`src/rtl/ttms_pkg.sv`:
```
// shared types and constants for the thresholded tanimoto similarity block
// no dependencies; imported by ttms_ratio and the top level

package ttms_pkg;

  // fixed widths of the result fields
  localparam int OUT_CNT_W   = 32;
  localparam int SIM_W       = 17;
  localparam int OUT_TDATA_W = ((2 * OUT_CNT_W + SIM_W + 7) / 8) * 8;

  // status of the ratio unit as seen by the sequencer
  typedef struct packed {
    logic busy;
    logic done;
  } ratio_status_t;

endpackage

```
`src/rtl/thresholded_tanimoto_map_similarity.sv`:
```
// a point without the last flag passes through the bit-serial compare chain, which walks all
//   sign-extended sample bits; a last point then also passes the divider and the output load
// a new point is taken only once the block is back in idle; a result waits in the output
//   register while the next points are taken
// reset: asynchronous active low; counters cleared, control, result and configuration registers take their defaults

module thresholded_tanimoto_map_similarity #(
  parameter int COUNT_WIDTH         = 32,
  parameter int SAMPLE_WIDTH        = 32,
  parameter int RATIO_FRACTION_BITS = 16
) (
  input  logic                                    clk_i,
  input  logic                                    rst_ni,
  // slave stream: target_sample, probe_sample from bit 0 up; last_point on tlast
  input  logic                                    s_axis_tvalid,
  output logic                                    s_axis_tready,
  input  logic [((2*SAMPLE_WIDTH+7)/8)*8-1:0]     s_axis_tdata,
  input  logic                                    s_axis_tlast,
  // master stream: union_total, intersect_total, similarity from bit 0 up
  output logic                                    m_axis_tvalid,
  input  logic                                    m_axis_tready,
  output logic [ttms_pkg::OUT_TDATA_W-1:0]        m_axis_tdata,
  // configuration port
  input  logic                                    psel,
  input  logic                                    penable,
  input  logic                                    pwrite,
  input  logic [4:0]                              paddr,
  input  logic [31:0]                             pwdata,
  output logic [31:0]                             prdata,
  output logic                                    pready
);
  import ttms_pkg::*;

  // serial width: room for |sample|, bounds and the tolerance sums without wrap
  localparam int EXT_W = ((SAMPLE_WIDTH > 32) ? SAMPLE_WIDTH : 32) + 2;
  localparam int CNT_W = $clog2(EXT_W);
  localparam int PAD_W = OUT_TDATA_W - 2 * OUT_CNT_W - SIM_W;

  // register map, word addresses
  localparam logic [2:0] REG_COMBINE = 3'd0;
  localparam logic [2:0] REG_KIND    = 3'd1;
  localparam logic [2:0] REG_UMIN    = 3'd2;
  localparam logic [2:0] REG_UMAX    = 3'd3;
  localparam logic [2:0] REG_TOL     = 3'd4;

  // combine modes
  localparam logic [1:0] MODE_EITHER   = 2'd0;
  localparam logic [1:0] MODE_BOTH     = 2'd1;
  localparam logic [1:0] MODE_TGT_ONLY = 2'd2;
  localparam logic [1:0] MODE_PRB_ONLY = 2'd3;

  // map kinds; the unused code behaves as lower bound only
  localparam logic [1:0] KIND_LOWER  = 2'd0;
  localparam logic [1:0] KIND_WINDOW = 2'd1;
  localparam logic [1:0] KIND_MAG    = 2'd2;

  typedef enum logic [1:0] {
    ST_IDLE,
    ST_SHIFT,
    ST_DIV,
    ST_OUT
  } state_e;

  // 3-input serial adder: {carry[1:0], sum}
  function automatic logic [2:0] ser_add(input logic a, input logic b, input logic c,
                                         input logic [1:0] cin);
    logic [2:0] s;
    s = 3'(a) + 3'(b) + 3'(c) + 3'(cin);
    return s;
  endfunction

  // configuration registers
  logic [1:0]        combine_q;
  logic [1:0]        kind_q;
  logic signed [31:0] umin_q;
  logic signed [31:0] umax_q;
  logic [30:0]       tol_q;

  // control
  state_e           state_q;
  logic [CNT_W-1:0] bit_cnt_q;
  logic             last_q;

  // bit-serial datapath
  logic [EXT_W-1:0] t_sr_q, p_sr_q, min_sr_q, max_sr_q, tol_sr_q;
  logic             t_neg_q, p_neg_q;
  logic [1:0]       c_tlo_q, c_thi_q, c_plo_q, c_phi_q, c_da_q, c_db_q;
  logic             nz_q;

  // counters and the snapshot handed to the divider
  logic [COUNT_WIDTH-1:0] union_q, inter_q;
  logic [COUNT_WIDTH-1:0] res_union_q, res_inter_q;

  // result register
  logic                 m_valid_q;
  logic [OUT_CNT_W-1:0] out_union_q, out_inter_q;
  logic [SIM_W-1:0]     out_sim_q;

  // input fields
  logic [SAMPLE_WIDTH-1:0] tgt_in, prb_in;
  logic                    in_xfer;
  logic                    abs_sel, window_sel;
  logic                    flip_t_in, flip_p_in, flip_t, flip_p;

  // serial adder outputs
  logic [2:0] tlo, thi, plo, phi, da, db;
  logic       last_step;
  logic       qual_t, qual_p, hit, in_tol;
  logic [COUNT_WIDTH-1:0] union_nxt, inter_nxt;
  logic       div_start;
  logic       out_load;

  logic [RATIO_FRACTION_BITS:0]       quo;
  ratio_status_t                      ratio_st;
  logic [COUNT_WIDTH+OUT_CNT_W-1:0]   union_ext, inter_ext;
  logic [RATIO_FRACTION_BITS+SIM_W:0] quo_ext;

  logic cfg_wr;

  assign tgt_in  = s_axis_tdata[SAMPLE_WIDTH-1:0];
  assign prb_in  = s_axis_tdata[2*SAMPLE_WIDTH-1:SAMPLE_WIDTH];
  assign in_xfer = s_axis_tvalid && s_axis_tready;

  assign s_axis_tready = (state_q == ST_IDLE);

  assign abs_sel    = (kind_q == KIND_MAG);
  assign window_sel = (kind_q == KIND_WINDOW) || (kind_q == KIND_MAG);

  // magnitude window on a negative sample works on its negation
  assign flip_t_in = abs_sel && tgt_in[SAMPLE_WIDTH-1];
  assign flip_p_in = abs_sel && prb_in[SAMPLE_WIDTH-1];
  assign flip_t    = abs_sel && t_neg_q;
  assign flip_p    = abs_sel && p_neg_q;

  // lower test: s - min (or -s - min); upper test: max - s (or max + s)
  // tolerance: t - p - tol <= 0 and t - p + tol >= 0
  always_comb begin
    tlo = ser_add(t_sr_q[0] ^ flip_t, ~min_sr_q[0], 1'b0, c_tlo_q);
    thi = ser_add(max_sr_q[0], t_sr_q[0] ^ ~flip_t, 1'b0, c_thi_q);
    plo = ser_add(p_sr_q[0] ^ flip_p, ~min_sr_q[0], 1'b0, c_plo_q);
    phi = ser_add(max_sr_q[0], p_sr_q[0] ^ ~flip_p, 1'b0, c_phi_q);
    da  = ser_add(t_sr_q[0], ~p_sr_q[0], ~tol_sr_q[0], c_da_q);
    db  = ser_add(t_sr_q[0], ~p_sr_q[0], tol_sr_q[0], c_db_q);
  end

  assign last_step = (state_q == ST_SHIFT) && (bit_cnt_q == CNT_W'(EXT_W - 1));

  // on the last serial bit the sum bits are the sign bits
  always_comb begin
    qual_t = !tlo[0] && (!window_sel || !thi[0]);
    qual_p = !plo[0] && (!window_sel || !phi[0]);
    case (combine_q)
      MODE_EITHER:   hit = qual_t || qual_p;
      MODE_BOTH:     hit = qual_t && qual_p;
      MODE_TGT_ONLY: hit = qual_t;
      MODE_PRB_ONLY: hit = qual_p;
      default:       hit = qual_t || qual_p;
    endcase
    in_tol = (da[0] || !nz_q) && !db[0];

    union_nxt = union_q;
    inter_nxt = inter_q;
    if (hit) begin
      if (union_q != '1) begin
        union_nxt = union_q + COUNT_WIDTH'(1);
      end
      if (in_tol && (inter_q != '1)) begin
        inter_nxt = inter_q + COUNT_WIDTH'(1);
      end
    end
  end

  assign div_start = last_step && last_q;
  assign out_load  = (state_q == ST_OUT) && (!m_valid_q || m_axis_tready);

  ttms_ratio #(
    .COUNT_WIDTH        (COUNT_WIDTH),
    .RATIO_FRACTION_BITS(RATIO_FRACTION_BITS)
  ) u_ratio (
    .clk_i   (clk_i),
    .rst_ni  (rst_ni),
    .start_i (div_start),
    .num_i   (inter_nxt),
    .den_i   (union_nxt),
    .quo_o   (quo),
    .status_o(ratio_st)
  );

  // counts are cut or padded to the 32-bit result fields
  assign union_ext = {{OUT_CNT_W{1'b0}}, res_union_q};
  assign inter_ext = {{OUT_CNT_W{1'b0}}, res_inter_q};
  assign quo_ext   = {{SIM_W{1'b0}}, quo};

  // sequencer, counters and result register
  always_ff @(posedge clk_i or negedge rst_ni) begin
    if (!rst_ni) begin
      state_q     <= ST_IDLE;
      bit_cnt_q   <= '0;
      union_q     <= '0;
      inter_q     <= '0;
      m_valid_q   <= 1'b0;
      out_union_q <= '0;
      out_inter_q <= '0;
      out_sim_q   <= '0;
    end else begin
      // result register fills on a load and empties on an output transfer
      if (out_load) begin
        m_valid_q <= 1'b1;
      end else if (m_valid_q && m_axis_tready) begin
        m_valid_q <= 1'b0;
      end
      unique case (state_q)
        ST_IDLE: begin
          if (in_xfer) begin
            state_q   <= ST_SHIFT;
            bit_cnt_q <= '0;
          end
        end
        ST_SHIFT: begin
          bit_cnt_q <= bit_cnt_q + CNT_W'(1);
          if (last_step) begin
            if (last_q) begin
              union_q <= '0;
              inter_q <= '0;
              state_q <= ST_DIV;
            end else begin
              union_q <= union_nxt;
              inter_q <= inter_nxt;
              state_q <= ST_IDLE;
            end
          end
        end
        ST_DIV: begin
          if (ratio_st.done) begin
            state_q <= ST_OUT;
          end
        end
        ST_OUT: begin
          if (out_load) begin
            out_union_q <= union_ext[OUT_CNT_W-1:0];
            out_inter_q <= inter_ext[OUT_CNT_W-1:0];
            out_sim_q   <= quo_ext[SIM_W-1:0];
            state_q     <= ST_IDLE;
          end
        end
        default: state_q <= ST_IDLE;
      endcase
    end
  end

  // serial operands: loaded sign-extended on a transfer, shifted one bit a cycle
  always_ff @(posedge clk_i) begin
    if (in_xfer) begin
      t_sr_q   <= {{(EXT_W-SAMPLE_WIDTH){tgt_in[SAMPLE_WIDTH-1]}}, tgt_in};
      p_sr_q   <= {{(EXT_W-SAMPLE_WIDTH){prb_in[SAMPLE_WIDTH-1]}}, prb_in};
      min_sr_q <= {{(EXT_W-32){umin_q[31]}}, umin_q};
      max_sr_q <= {{(EXT_W-32){umax_q[31]}}, umax_q};
      tol_sr_q <= {{(EXT_W-31){1'b0}}, tol_q};
      t_neg_q  <= tgt_in[SAMPLE_WIDTH-1];
      p_neg_q  <= prb_in[SAMPLE_WIDTH-1];
      last_q   <= s_axis_tlast;
      c_tlo_q  <= flip_t_in ? 2'd2 : 2'd1;
      c_thi_q  <= flip_t_in ? 2'd0 : 2'd1;
      c_plo_q  <= flip_p_in ? 2'd2 : 2'd1;
      c_phi_q  <= flip_p_in ? 2'd0 : 2'd1;
      c_da_q   <= 2'd2;
      c_db_q   <= 2'd1;
      nz_q     <= 1'b0;
    end else if (state_q == ST_SHIFT) begin
      t_sr_q   <= t_sr_q >> 1;
      p_sr_q   <= p_sr_q >> 1;
      min_sr_q <= min_sr_q >> 1;
      max_sr_q <= max_sr_q >> 1;
      tol_sr_q <= tol_sr_q >> 1;
      c_tlo_q  <= tlo[2:1];
      c_thi_q  <= thi[2:1];
      c_plo_q  <= plo[2:1];
      c_phi_q  <= phi[2:1];
      c_da_q   <= da[2:1];
      c_db_q   <= db[2:1];
      nz_q     <= nz_q | da[0];
    end
    if (div_start) begin
      res_union_q <= union_nxt;
      res_inter_q <= inter_nxt;
    end
  end

  // configuration port
  assign pready = 1'b1;
  assign cfg_wr = psel && penable && pwrite;

  always_ff @(posedge clk_i or negedge rst_ni) begin
    if (!rst_ni) begin
      combine_q <= MODE_EITHER;
      kind_q    <= KIND_LOWER;
      umin_q    <= 32'sd16384;
      umax_q    <= 32'sd6553600;
      tol_q     <= 31'd16384;
    end else if (cfg_wr) begin
      unique case (paddr[4:2])
        REG_COMBINE: combine_q <= pwdata[1:0];
        REG_KIND:    kind_q    <= pwdata[1:0];
        REG_UMIN:    umin_q    <= pwdata;
        REG_UMAX:    umax_q    <= pwdata;
        REG_TOL:     tol_q     <= pwdata[30:0];
        default: ;
      endcase
    end
  end

  always_comb begin
    unique case (paddr[4:2])
      REG_COMBINE: prdata = {30'b0, combine_q};
      REG_KIND:    prdata = {30'b0, kind_q};
      REG_UMIN:    prdata = umin_q;
      REG_UMAX:    prdata = umax_q;
      REG_TOL:     prdata = {1'b0, tol_q};
      default:     prdata = '0;
    endcase
  end

  assign m_axis_tvalid = m_valid_q;
  assign m_axis_tdata  = {{PAD_W{1'b0}}, out_sim_q, out_inter_q, out_union_q};

`ifndef SYNTHESIS
  // a new point is only taken when the divider is free
  a_idle_div_free: assert property (@(posedge clk_i) disable iff (!rst_ni)
    s_axis_tready |-> !ratio_st.busy)
    else $error("point accepted while ratio unit busy");

  // counters restart once the last point of a map is handed off
  a_clear_after_last: assert property (@(posedge clk_i) disable iff (!rst_ni)
    div_start |=> (union_q == '0) && (inter_q == '0))
    else $error("counters not cleared after last point");

  // intersection never exceeds union in the snapshot sent to the divider
  a_inter_le_union: assert property (@(posedge clk_i) disable iff (!rst_ni)
    (state_q == ST_DIV) |-> (res_inter_q <= res_union_q))
    else $error("intersection count above union count");
`endif

endmodule

```
`src/rtl/ttms_ratio.sv`:
```
// restoring divider for the intersection / union ratio, one quotient bit per cycle
// depends on ttms_pkg (ratio_status_t)

module ttms_ratio #(
  parameter int COUNT_WIDTH         = 32,
  parameter int RATIO_FRACTION_BITS = 16
) (
  input  logic                         clk_i,
  input  logic                         rst_ni,
  input  logic                         start_i,
  input  logic [COUNT_WIDTH-1:0]       num_i,
  input  logic [COUNT_WIDTH-1:0]       den_i,
  output logic [RATIO_FRACTION_BITS:0] quo_o,
  output ttms_pkg::ratio_status_t      status_o
);
  import ttms_pkg::*;

  localparam int STEPS  = RATIO_FRACTION_BITS + 1;
  localparam int STEP_W = $clog2(STEPS + 1);

  logic                         busy_q;
  logic                         done_q;
  logic [STEP_W-1:0]            step_q;
  logic [COUNT_WIDTH:0]         rem_q;
  logic [COUNT_WIDTH-1:0]       den_q;
  logic [RATIO_FRACTION_BITS:0] quo_q;
  logic                         zero_q;

  logic [COUNT_WIDTH:0] cand;
  logic                 ge;

  // integer bit compares the unshifted remainder, later bits shift first
  always_comb begin
    if (step_q == '0) begin
      cand = rem_q;
    end else begin
      cand = {rem_q[COUNT_WIDTH-1:0], 1'b0};
    end
    ge = (cand >= {1'b0, den_q});
  end

  always_ff @(posedge clk_i or negedge rst_ni) begin
    if (!rst_ni) begin
      busy_q <= 1'b0;
      done_q <= 1'b0;
      step_q <= '0;
    end else begin
      // one-cycle pulse after the final quotient bit
      done_q <= !start_i && busy_q && (step_q == STEP_W'(STEPS - 1));
      if (start_i) begin
        busy_q <= 1'b1;
        step_q <= '0;
      end else if (busy_q) begin
        step_q <= step_q + STEP_W'(1);
        if (step_q == STEP_W'(STEPS - 1)) begin
          busy_q <= 1'b0;
        end
      end
    end
  end

  always_ff @(posedge clk_i) begin
    if (start_i) begin
      rem_q  <= {1'b0, num_i};
      den_q  <= den_i;
      quo_q  <= '0;
      zero_q <= (den_i == '0);
    end else if (busy_q) begin
      rem_q <= ge ? (cand - {1'b0, den_q}) : cand;
      quo_q <= {quo_q[RATIO_FRACTION_BITS-1:0], ge};
    end
  end

  // empty union gives zero
  assign quo_o         = zero_q ? '0 : quo_q;
  assign status_o.busy = busy_q;
  assign status_o.done = done_q;

endmodule

```
`config.mk`:
```
export PLATFORM = sky130hd
export DESIGN_NAME = thresholded_tanimoto_map_similarity
export DESIGN_NICKNAME = d
export VERILOG_FILES = /design/src/rtl/ttms_pkg.sv /design/src/rtl/thresholded_tanimoto_map_similarity.sv /design/src/rtl/ttms_ratio.sv
export SDC_FILE = /design/constraint.sdc
export NUM_CORES = 1
export LEC_CHECK = 0
export BUFFER_PORTS_ARGS = -buffer_cell sky130_fd_sc_hd__buf_2
export CORE_MARGIN = 4
export CORE_UTILIZATION = 25
export DETAILED_ROUTE_END_ITERATION = 8
export MAX_ROUTING_LAYER = met4
export PLACE_DENSITY = 0.43
export SYNTH_ARGS = -nofsm -noshare
export SYNTH_HDL_FRONTEND = slang
export SYNTH_SLANG_ARGS = --single-unit
```
`constraint.sdc`:
```
create_clock -name clk_i -period 14.7 [get_ports clk_i]
set_input_delay 3.675 -clock clk_i [delete_from_list [all_inputs] [get_ports clk_i]]
set_output_delay 3.675 -clock clk_i [all_outputs]
set_load 0.005 [all_outputs]
```
==> flow_summary.toml <==
[logic_synthesis]
ys_async_sr_fraction_pct = 46.6
avgSynthCellArea_um2 = 10.4
yosysWarningCount = 0
synth_ff_type = "edfxtp_1"
ys_seq_elements = 558
ys_types = 71
synth_top_area_cell = "edfxtp_1"
synth_area_leaders = "edfxtp_1 (31%), dfrtp_1 (24%), nand2_1 (11%)"
syn_inst = 2570
synth_top_area_share_pct = 30.9
synth_edf_count = 275
netlist_area_um2 = 26800
yosysSeqAreaShare_pct = 56.9

[sta]
slew_violations = 0
setup_violations = 0
rsz0062_at_grt = "no"
clock_skew_ps = 29.0
fin_setup_tns_ps = 0
relSlewSlack_pct = 26.2
min_period_ps = 9720
fin_ws_ps = 4980
hold_viol_final = 0
max_slew.worst_pin.slew_ps = 1090
max_freq_mhz = 103
fin_crit_sh_pct = 66.1

[placement]
pre_cts_ws_ps = 4930
io_buffer_count = 221
gp_congestion = 0.763
hpwl_um = 49500
placed_area_um2 = 29300

[status]
status = "finished clean"

[cts]
ctsHtreeMaxLevel = 3
cts.clk_slew.worst_paths_ps = 60
clock_latency_ps = 640
cts_tree = "done"
root_buffer = "clkbuf_16"
cts_hold_buf = 0
cts_resized = 0
numCtsBuffers = 73
clockBufferDepth = 3
post-cts-setup-buffers = 0
cts_sinks = 558

[power]
pwr_density_cell_nw_per_um2 = 194
swShare_pct = 32.7
p_sw_mw = 2.03
p_leak_nw = 14.5
power.internal_mw = 4.17
p_comb_share_pct = 29.6
clockPowerShare_pct = 30.1
ir_drop_mv = 0.0772
share_seq_of_total_power_pct = 40.3

[route]
drt_wl_total_um = 74400
drc = 0
drt_iter0_markers = 963
drtPass1Iterations = 5
wl_per_cell_um = 17.6
ant_nets = 0
vias = 18800
avgViaCountPerCell = 4.46

[floorplanning]
die_x_um = 335
fp-row-count = 119
die_area_um2 = 112000
initial_utilization_pct = 25.3
core_area_um2 = 106000
die_h_um = 335
ioPinCount = 232

[setup_path]
crit_path_start_kind = "primary input"
worstPathCellList = "buf_2 > buf_4 > nor2_1 > and2_1 > buf_4 > nand2_1 > o21ai_0 > buf_2"
path_max_fanout = 39
cp_num_buf_inv = 4
cp_slowest_stage_delay_ps = 650
cp_data_arrival_time_ps = 6040
crit_path_end_kind = "output pin"
worstPathRequired_ps = 11020
slowest_stage = "and2_1"
critical-path-top-delay-family = "simple AND/OR/NAND/NOR gates"
worst-setup-path-type = "in2out"

[global_route]
first_global_vias = 18800
antenna_found_initial = 19
grt_max_degree = 102
grt-ovfl-total = 0
grt_pass1_wl_um = 114000
grt_usage_pct = 13.4

[final_layout]
final_cell_area_um2 = 31900
final_layout_size_suffix_gt1_share_pct = 18.4
fillCellCount = 11100
syn_to_final_growth_pct = 19.2
nets = 2920

[run]
cap_viol_max_count = 0

[hold_path]
hold_class = "reg2reg"
state kept, by name (all words and copies together) (netlist names), 33 cells and up, named ones only:
signal,cells
max_sr_q,34
min_sr_q,34
u_ratio.rem_q,33
t_sr_q,34
p_sr_q,34
worst register-to-register path, cell delays in order (launching register included):
cell       delay, ps
dfrtp_1          430
inv_1             80
ha_1             160
nand2_1           60
nor2_2            70
buf_4            430
mux2_2           440
ha_1             360
a21o_1           230
a31o_1           260
a2111oi_0        670
o31ai_1          310
nand4_1          170
nand2_1          160
a21oi_2          650
mux2_1           390
a21oi_1          140
layout make-up:
class                      count  area (um2)  area share [%]
multi-input combinational   1799       10700            33.7
antenna                       17        42.5           0.133
sequential                   558       15200            47.8
timing repair buffer         246        1300            4.09
inverter                      80         307           0.961
clock inverter                31         443            1.39
tap                         1391        1740            5.46
clock buffer                 103        2090            6.56
path summary, 6_finish.rpt:
kind	start	endpoint	slack, ps	cells after the start
worst max-delay path	paddr[2]	prdata[2]	4980	8
worst min-delay path	res_inter_q[20]	out_inter_q[20]	430	2
worst max register to register	u_ratio.step_q[0]	u_ratio.rem_q[0]	9550	16
worst min register to register	res_inter_q[20]	out_inter_q[20]	430	2
max in group asynchronous	rst_ni	out_union_q[23]	10200	2
min in group asynchronous	rst_ni	out_inter_q[3]	3090	1
metrics by stage:
| stage | hold WS (ps) | total power [mW] | cells | utilization (%) |
|---|---|---|---|---|
| floorplan | 415 | 3.80 | 2576 | - |
| global placement | 419 | 4.38 | 4074 | 27.7 |
| detailed placement | 422 | 4.40 | 4074 | 27.7 |
| CTS | 424 | 6.32 | 4208 | 30.1 |
| global route | 437 | 6.64 | 4224 | 30.2 |
| finish | 426 | 6.20 | 4225 | 30.2 |
layout by cell type, fill, tap and decap left out, drive strengths merged, types with 13 or more instances in the layout:
cell type | synthesis | routed
and3 | 27 | 27
clkbuf | 101 | 103
a21o | 26 | 26
dfxtp | 23 | 23
ha | 44 | 44
a31oi | 19 | 19
nand2 | 779 | 779
mux2i | 82 | 82
diode | 0 | 17
nand2b | 26 | 26
xnor2 | 50 | 50
o21ai | 143 | 143
mux2 | 137 | 137
a22o | 27 | 27
o31ai | 20 | 20
xor2 | 42 | 42
nor3 | 22 | 22
a21oi | 62 | 62
nand4 | 24 | 24
edfxtp | 275 | 275
nor2 | 99 | 99
clkinv | 0 | 20
and2 | 13 | 13
nand3 | 47 | 47
dfrtp | 255 | 255
buf | 38 | 246
inv | 80 | 80
metal layers:
metal  wire length, um  track usage (%)  up-vias
met3              3450             2.90      110
met2             33800             20.4      370
li1                  -                -     9276
met1             35200             17.8     9091
met5                 0                -        -
met4              1950             4.14        0
cell usage after synthesis, drive strengths merged (9+ instances only):
library cell	number
edfxtp	275
nand4	24
xnor2	50
and3	27
mux2i	82
clkbuf	101
dfxtp	23
a22o	27
buf	38
xor2	42
o21ai	143
nor3	22
nand3	47
a31oi	19
and4	10
and2	13
nand2b	26
a21oi	62
ha	44
fa	9
o31ai	20
dfrtp	255
nor2	99
mux2	137
a21o	26
inv	80
nand2	779
logic make-up after synthesis:
family | Yosys count | share of synthesized area [%]
and+or+nand+nor | 1080 | 17.1
DFF | 558 | 56.9
AOI/OAI and AO/OA | 346 | 8.00
muxes | 220 | 8.92
buffers and inverters | 219 | 3.27
xor gates and xnor gates | 92 | 3.01
adders and majority gates | 53 | 2.73
other | 2 | 0.0281
power groups by stage:
| stage | Clock [mW] | Combinational [mW] | Sequential [mW] |
|---|---|---|---|
| CTS | 1.94 | 1.88 | 2.50 |
| floorplan | 0 | 1.31 | 2.49 |
| detailed placement | 0 | 1.87 | 2.53 |
| global placement | 0 | 1.86 | 2.52 |
| finish | 1.87 | 1.83 | 2.50 |
| global route | 2.00 | 2.09 | 2.55 |
(Power assumes the default switching activity.)
